$ cat config.mk
export PLATFORM = sky130hd
export DESIGN_NAME = primality_test_64bit
export DESIGN_NICKNAME = d
export VERILOG_FILES = /design/src/hw/rtl/ptest_pkg.sv /design/src/hw/rtl/ptest_mulmod.sv /design/src/hw/rtl/primality_test_64bit.sv
export SDC_FILE = /design/constraint.sdc
export NUM_CORES = 2
export LEC_CHECK = 0
export ABC_CLOCK_PERIOD_IN_PS = 7400
export BUFFER_PORTS_ARGS = -buffer_cell sky130_fd_sc_hd__buf_2
export CORE_MARGIN = 3
export CORE_UTILIZATION = 58
export CTS_CLUSTER_DIAMETER = 40
export DETAILED_ROUTE_END_ITERATION = 8
export PLACE_DENSITY_LB_ADDON = 0.12
export SYNTH_ARGS = -nofsm -noshare
export SYNTH_HDL_FRONTEND = slang
export SYNTH_HIERARCHICAL = 1
export SYNTH_SLANG_ARGS = --single-unit
$ cat constraint.sdc
create_clock -name i_clk -period 7.4 [get_ports i_clk]
set_clock_uncertainty 0.05 [all_clocks]
set_input_delay 1.48 -clock i_clk [delete_from_list [all_inputs] [get_ports i_clk]]
set_output_delay 1.48 -clock i_clk [all_outputs]
set_load 0.01 [all_outputs]
$ cat src/hw/rtl/ptest_pkg.sv
`timescale 1ns / 1ps
package ptest_pkg;

    localparam int unsigned TrialLimit = 997;
    localparam int unsigned BaseCount  = 6;
    localparam int unsigned BaseWidth  = 4;
    localparam int unsigned TrialWidth = 10;

    typedef enum logic [3:0] {
        t_ST_IDLE,
        t_ST_TRIAL,
        t_ST_TRIAL_WAIT,
        t_ST_SPLIT,
        t_ST_BASE,
        t_ST_POW_SQ,
        t_ST_POW_MUL,
        t_ST_POW_WAIT,
        t_ST_CHECK,
        t_ST_SQ,
        t_ST_SQ_WAIT,
        t_ST_DONE
    } t_state;

    typedef enum logic [1:0] {
        t_MOP_MUL,
        t_MOP_REM
    } t_mop;

    typedef struct packed {
        logic start;
        t_mop op;
    } t_mreq;

    function automatic logic [BaseWidth-1:0] base_at(input logic [2:0] idx);
        logic [BaseWidth-1:0] b;
        b = 4'd2;
        case (idx)
            3'd0: b = 4'd2;
            3'd1: b = 4'd3;
            3'd2: b = 4'd5;
            3'd3: b = 4'd7;
            3'd4: b = 4'd11;
            3'd5: b = 4'd13;
            default: b = 4'd2;
        endcase
        return b;
    endfunction

endpackage

$ cat src/hw/rtl/ptest_mulmod.sv
`timescale 1ns / 1ps
module ptest_mulmod
    import ptest_pkg::*;
#(
    parameter int unsigned W = 64
) (
    input  logic         i_clk,
    input  logic         i_rst_n,
    input  t_mreq        i_req,
    input  logic [W-1:0] i_x,
    input  logic [W-1:0] i_y,
    input  logic [W-1:0] i_m,
    output logic         o_done,
    output logic [W-1:0] o_res
);
    // MUL: x*y mod m, MSB-first double-and-add (x,y < m).
    // REM: x mod m, MSB-first bit-serial remainder.
    localparam int unsigned CW = $clog2(W + 1);

    logic         r_busy, n_busy;
    t_mop         r_op;
    logic [CW-1:0] r_cnt, n_cnt;
    logic [W-1:0] r_x, r_y, r_m, r_acc;
    logic         r_done;
    logic [W:0]   dbl, dbl_r, sum;
    logic [W-1:0] acc_d, acc_a;

    always_comb begin
        dbl   = {r_acc, 1'b0} | {{W{1'b0}}, (r_op == t_MOP_REM) ? r_x[W-1] : 1'b0};
        dbl_r = (dbl >= {1'b0, r_m}) ? dbl - {1'b0, r_m} : dbl;
        acc_d = dbl_r[W-1:0];
        sum   = {1'b0, acc_d} + {1'b0, r_y};
        acc_a = (sum >= {1'b0, r_m}) ? W'(sum - {1'b0, r_m}) : sum[W-1:0];
        n_busy = r_busy;
        n_cnt  = r_cnt;
        if (i_req.start) begin
            n_busy = 1'b1;
            n_cnt  = CW'(W);
        end else if (r_busy) begin
            n_cnt = r_cnt - 1'b1;
            if (r_cnt == CW'(1)) begin
                n_busy = 1'b0;
            end
        end
    end

    always_ff @(posedge i_clk) begin
        if (!i_rst_n) begin
            r_busy <= 1'b0;
            r_done <= 1'b0;
            r_cnt  <= '0;
            r_op   <= t_MOP_MUL;
        end else begin
            r_busy <= n_busy;
            r_cnt  <= n_cnt;
            r_done <= r_busy && (r_cnt == CW'(1)) && !i_req.start;
            if (i_req.start) begin
                r_op <= i_req.op;
            end
        end
    end

    always_ff @(posedge i_clk) begin
        if (i_req.start) begin
            r_x   <= i_x;
            r_y   <= i_y;
            r_m   <= i_m;
            r_acc <= '0;
        end else if (r_busy) begin
            if (r_op == t_MOP_MUL && r_x[W-1]) begin
                r_acc <= acc_a;
            end else begin
                r_acc <= acc_d;
            end
            r_x <= {r_x[W-2:0], 1'b0};
        end
    end

    assign o_done = r_done;
    assign o_res  = r_acc;
endmodule

$ cat src/hw/rtl/primality_test_64bit.sv
`timescale 1ns / 1ps
// Work: trial division tries the integers 2..997 in turn, and each base costs W squarings
// plus up to W products and squarings, each done in the bit-serial multiplier.
// Throughput: one number at a time; busy drops in the cycle o_valid pulses, and a new
// transfer is taken from that cycle. o_valid is high for one cycle; the receiver cannot stall.
// Reset: synchronous active-low i_rst_n returns the sequencer to idle.
module primality_test_64bit
    import ptest_pkg::*;
#(
    parameter int unsigned NUMBER_WIDTH = 64
) (
    input  logic        i_clk,
    input  logic        i_rst_n,
    input  logic        start,
    output logic        busy,
    input  logic [63:0] i_number,
    output logic        o_valid,
    output logic        o_is_prime
);
    localparam int unsigned W  = NUMBER_WIDTH;
    localparam int unsigned SW = $clog2(W);

    t_state r_state, n_state;
    logic [W-1:0] r_n, r_d, r_e, r_r, r_x, r_nm1;
    logic [SW-1:0] r_s, r_ri;
    logic [TrialWidth-1:0] r_t;
    logic [2:0] r_bi;
    logic r_prime;
    logic [SW:0] r_ecnt;

    t_mreq mreq;
    logic [W-1:0] m_x, m_y, m_m;
    logic m_done;
    logic [W-1:0] m_res;

    ptest_mulmod #(.W(W)) u_mul (
        .i_clk(i_clk), .i_rst_n(i_rst_n), .i_req(mreq),
        .i_x(m_x), .i_y(m_y), .i_m(m_m), .o_done(m_done), .o_res(m_res)
    );

    logic take;
    assign take = start && (r_state == t_ST_IDLE);
    assign busy = (r_state != t_ST_IDLE);

    always_comb begin
        n_state   = r_state;
        mreq.start = 1'b0;
        mreq.op    = t_MOP_MUL;
        m_x = r_x;
        m_y = r_x;
        m_m = r_n;
        case (r_state)
            t_ST_IDLE: if (start) n_state = t_ST_TRIAL;
            t_ST_TRIAL: begin
                if (r_n < W'(2)) begin
                    n_state = t_ST_DONE;
                end else if (r_t > TrialWidth'(TrialLimit)) begin
                    n_state = t_ST_SPLIT;
                end else if (r_n == W'(r_t)) begin
                    n_state = t_ST_DONE;
                end else begin
                    mreq.start = 1'b1;
                    mreq.op    = t_MOP_REM;
                    m_x = r_n;
                    m_m = W'(r_t);
                    n_state = t_ST_TRIAL_WAIT;
                end
            end
            t_ST_TRIAL_WAIT: if (m_done) n_state = (m_res == '0) ? t_ST_DONE : t_ST_TRIAL;
            t_ST_SPLIT: if (r_d[0]) n_state = t_ST_BASE;
            t_ST_BASE: n_state = (r_bi == 3'(BaseCount)) ? t_ST_DONE : t_ST_POW_MUL;
            t_ST_POW_MUL: begin
                if (r_ecnt == '0) begin
                    n_state = t_ST_CHECK;
                end else if (r_e[0]) begin
                    mreq.start = 1'b1;
                    m_x = r_r;
                    m_y = r_x;
                    n_state = t_ST_POW_WAIT;
                end else begin
                    n_state = t_ST_POW_SQ;
                end
            end
            t_ST_POW_WAIT: if (m_done) n_state = t_ST_POW_SQ;
            t_ST_POW_SQ: begin
                mreq.start = 1'b1;
                n_state = t_ST_SQ_WAIT;
            end
            t_ST_SQ_WAIT: if (m_done) n_state = t_ST_POW_MUL;
            t_ST_CHECK: begin
                if (r_r == W'(1) || r_r == r_nm1) begin
                    n_state = t_ST_BASE;
                end else if (r_ri >= r_s) begin
                    n_state = t_ST_DONE;
                end else begin
                    mreq.start = 1'b1;
                    m_x = r_r;
                    m_y = r_r;
                    n_state = t_ST_SQ;
                end
            end
            t_ST_SQ: if (m_done) begin
                if (m_res == r_nm1) begin
                    n_state = t_ST_BASE;
                end else if (r_ri + 1'b1 >= r_s) begin
                    n_state = t_ST_DONE;
                end else begin
                    mreq.start = 1'b1;
                    m_x = m_res;
                    m_y = m_res;
                end
            end
            t_ST_DONE: n_state = t_ST_IDLE;
            default: n_state = t_ST_IDLE;
        endcase
    end

    always_ff @(posedge i_clk) begin
        if (!i_rst_n) begin
            r_state <= t_ST_IDLE;
            o_valid <= 1'b0;
        end else begin
            r_state <= n_state;
            o_valid <= (r_state == t_ST_DONE);
        end
    end

    always_ff @(posedge i_clk) begin
        case (r_state)
            t_ST_IDLE: if (take) begin
                r_n     <= i_number[W-1:0];
                r_d     <= i_number[W-1:0] - W'(1);
                r_nm1   <= i_number[W-1:0] - W'(1);
                r_t     <= TrialWidth'(2);
                r_s     <= '0;
                r_bi    <= '0;
                r_prime <= 1'b0;
            end
            t_ST_TRIAL: begin
                if (r_n >= W'(2) && r_t <= TrialWidth'(TrialLimit) && r_n == W'(r_t))
                    r_prime <= 1'b1;
                r_x <= W'(r_t);
            end
            t_ST_TRIAL_WAIT: if (m_done) r_t <= r_t + 1'b1;
            t_ST_SPLIT: if (!r_d[0]) begin
                r_d <= r_d >> 1;
                r_s <= r_s + 1'b1;
            end
            t_ST_BASE: begin
                if (r_bi == 3'(BaseCount)) r_prime <= 1'b1;
                r_x    <= W'(base_at(r_bi));
                r_r    <= W'(1);
                r_e    <= r_d;
                r_ecnt <= (SW+1)'(W);
                r_ri   <= SW'(1);
                r_bi   <= r_bi + 1'b1;
            end
            t_ST_POW_WAIT: if (m_done) r_r <= m_res;
            t_ST_SQ_WAIT: if (m_done) begin
                r_x    <= m_res;
                r_e    <= r_e >> 1;
                r_ecnt <= r_ecnt - 1'b1;
            end
            t_ST_SQ: if (m_done) begin
                r_r  <= m_res;
                r_ri <= r_ri + 1'b1;
            end
            default: ;
        endcase
    end

    assign o_is_prime = r_prime;
endmodule

==> flow_summary_export.csv <==
group,metric,value,unit
status,outcome,"complete, but fails checks",
status,violations,"negative setup slack",
floorplan,rows,104,
global_route,grt_pass1_wl,265700,um
worst_setup_path,startpoint_type,"flip-flop",
logic_synthesis,ys.flop_type,"edfxtp_1",
cts,clock_latency,690,ps
worst_setup_path,cp-endpoint,"u_mul/o_res[27]$_SDFFE_PP0P_",
worst_setup_path,crit_fanout,10,
hold_path,hold_path_class,"flip-flop to flip-flop",
cts,cts_max_level,3,
logic_synthesis,yosysUniqueCellTypes,107,
detailed_routing,drtPass1Iterations,9,
global_route,grt_overflow,0,
detailed_routing,routed_wl,180200,um
finish,syn_to_final_growth,28.82,%
cts,numCtsBuffers,100,
cts,hold_buffers,0,
worst_setup_path,end_kind,"flip-flop",
global_route,grt_pass1_vias,43050,
logic_synthesis,yosysWarningCount,6,
timing,worstMarginPinSlew,1095,ps
logic_synthesis,synthXorXnorAreaFrac,7.323,%
logic_synthesis,synth_edf_count,609,
finish,fin_cells,7052,
placement,port_buffers,69,
detailed_routing,drc,0,
logic_synthesis,syn_nets,5263,
global_route,gr-usage-all-layers,40.91,%
worst_setup_path,r2r_end,"u_mul/o_res[27]$_SDFFE_PP0P_",
finish,layout-drive-gt1-share,28.31,%
timing,worst_slack,-958.0,ps
floorplan,die_x,291.7,um
detailed_routing,drtIter0Drc,6067,
timing,setup_viol,64,
logic_synthesis,synthAdderAreaFrac,5.890,%
detailed_routing,wl_per_cell,25.55,um
logic_synthesis,synth_area_per_cell,9.514,um^2
job,cap_violations,0,
logic_synthesis,synth-compound-area-share,18.55,%
cts,cts_tree,"done",
logic_synthesis,synthMuxAreaShare,4.388,%
logic_synthesis,syn_area,47330,um^2
placement,dp_hpwl,133800,um
placement,dp.cells,6782,
finish,mostFrequentLayoutCells,"988 x buf_4, 609 x edfxtp_1, 581 x nand2_1, 320 x a21oi_1, 288 x nor2_1",
floorplan,die_y,291.7,um
detailed_routing,num_vias,45420,
placement,gp_congestion,1.111,
worst_setup_path,critPathSlowestCell,"a2111oi_4",
worst_setup_path,worstReg2RegStart,"u_mul/r_x[63]$_DFFE_PP_",
timing,rsz0062_at_grt,"yes",
timing,fin_crit,8358,ps
finish,layout.nets,6189,
timing,fin_crit_sh,112.9,%
timing,finalHoldViolCount,0,
logic_synthesis,async_flop_share,0,%
logic_synthesis,synth-simple-area-share,17.65,%
global_route,antenna_found_initial,8,
floorplan,fp.dieArea,85070,um^2
timing,maxClockFrequency,119.6,MHz
timing,final-max-slew-violation-count,0,
finish,final_common_cell,"buf_4",
worst_setup_path,critPathMaxStageDelay,430,ps
worst_setup_path,worst_ep_required_time,7930,ps
detailed_routing,via_per_inst,6.441,
cts,path_clk_slew,60,ps
cts,clockRootBuffer,"clkbuf_16",
worst_setup_path,crit_top_cell,"o2111ai_2",
worst_setup_path,rrSetupSlack,-960,ps
logic_synthesis,syn_inst,4975,
cts,cts.sinks,689,
floorplan,start_util,58.67,%
floorplan,core_area,80680,um^2
worst_setup_path,crit_start,"u_mul/r_x[63]$_DFFE_PP_",
cts,clockBufferDepth,3,
logic_synthesis,yosysSeqAreaShare,42.02,%
logic_synthesis,synth_top_family_by_area,"compound AO/OA/AOI/OAI gates",
worst_setup_path,r2r.worst_path.cells,40,
worst_setup_path,arrival,8890,ps
logic_synthesis,ys_ff_latch,689,
floorplan,ios,70,
worst_setup_path,worst-setup-path-type,"flip-flop to flip-flop",
detailed_routing,ant_nets,0,
timing,maxSlewHeadroom,26.30,%
global_route,grt_max_degree,114,
stage by stage:
step / setup TNS, ps / hold WS [ps] / area (um^2) / setup WS [ps] / util (%)
after global routing: -65850 / 485.1 / 60970 / -1156 / 75.57
after detailed placement: -72890 / 441.1 / 55700 / -1327 / 69.04
after CTS: -40590 / 453.4 / 60300 / -739.0 / 74.74
final: -53730 / 447.7 / 60970 / -958.0 / 75.57
after floorplan: -3281 / 416.7 / 47890 / -130.4 / -
after global placement: -63380 / 435.9 / 55700 / -1186 / 69.04
critical path: cells and delay by family (launching register included):
family | cells | cell delay, ps
AO/OA/AOI/OAI | 18 | 3160
AND/OR/NAND/NOR | 9 | 1930
adder cells (fa/ha/maj) | 4 | 1180
buffers and inverters | 7 | 1000
flip-flops | 1 | 420
multiplexers | 1 | 260
XOR/XNOR | 1 | 190
how the worst min path moves through the flow:
stage                                      start                      endpoint  slack, ps  cells after the start
floorplan           u_mul/o_res[10]$_SDFFE_PP0P_  u_mul/o_res[10]$_SDFFE_PP0P_        420                      2
global placement               r_e[24]$_DFFE_PP_             r_e[23]$_DFFE_PP_        440                      2
detailed placement              r_e[4]$_DFFE_PP_              r_e[3]$_DFFE_PP_        440                      2
CTS                  u_mul/r_cnt[1]$_SDFFE_PP0P_   u_mul/r_cnt[1]$_SDFFE_PP0P_        450                      2
global route                   r_e[19]$_DFFE_PP_             r_e[18]$_DFFE_PP_        490                      2
finish                         r_e[13]$_DFFE_PP_             r_e[12]$_DFFE_PP_        450                      2
per-layer routing:
| layer | global-route usage [%] | share of wire [%] | up-vias |
|---|---|---|---|
| met3 | 9.385 | 13 | 428 |
| met2 | 59.52 | 42 | 3002 |
| met1 | 59.06 | 40 | 21520 |
| met4 | 16.81 | 4.8 | 8 |
| met5 | 0 | 0.032 | - |
| li1 | - | - | 20470 |
cell type report:
cell class,instances,area [um^2]
multi-input combinational,3794,27110
antenna,5,12.51
inverter,219,824.5
timing repair buffer,1097,8394
fill,5692,19710
clock inverter,84,883.3
tap,1060,1326
clock buffer,104,2517
sequential,689,19910
state kept, by name (all words and copies together) (netlist names), 7 cells and up:
register,cells
r_d,64
r_e,64
r_ecnt,7
r_n,64
r_nm1,64
r_r,64
r_t,10
r_x,64
u_mul/o_res,64
u_mul/r_cnt,7
u_mul/r_m,64
u_mul/r_x,64
u_mul/r_y,64
cell usage after synthesis, types with 37 or more instances:
cell | number | area (um^2)
a32o_1 | 68 | 680.7
ha_1 | 218 | 2728
a221oi_1 | 67 | 586.8
xor2_1 | 232 | 2032
nor4_1 | 113 | 706.9
xnor2_1 | 160 | 1401
and3_1 | 89 | 556.8
clkbuf_1 | 216 | 810.8
edfxtp_1 | 609 | 18290
or3_1 | 37 | 231.5
nand4_1 | 69 | 431.7
nor2_1 | 307 | 1152
nand2_1 | 597 | 2241
nor3_1 | 137 | 685.7
a21oi_1 | 360 | 1802
mux2i_1 | 80 | 800.8
a21o_1 | 91 | 683.2
o211ai_1 | 89 | 668.1
nand3_1 | 69 | 345.3
inv_1 | 218 | 818.3
nand2b_1 | 57 | 356.6
a211oi_1 | 37 | 277.8
o221ai_1 | 73 | 639.4
dfxtp_1 | 80 | 1602
o21bai_1 | 50 | 375.4
o21ai_0 | 179 | 895.9
and2_1 | 128 | 800.8
mux2_2 | 110 | 1239
cell families after synthesis:
group / after synthesis
and+or+nand+nor: 1712
AOI/OAI and AO/OA: 1273
DFF: 689
buffers and inverters: 493
xor gates and xnor gates: 394
adders and majority gates: 221
muxes: 192
other: 1
what timing repair did:
action | CTS | global route
resized for setup | 170 | 89
endpoints found under the setup margin | 64 | 64
setup buffers | 50 | 22
gates cloned | 3 | 3
endpoints found under the hold margin | 0 | 0
pin swaps | 78 | 57
Power is not shown: default switching activity piles up to over one toggle a cycle in this logic, so the estimate is an artifact.
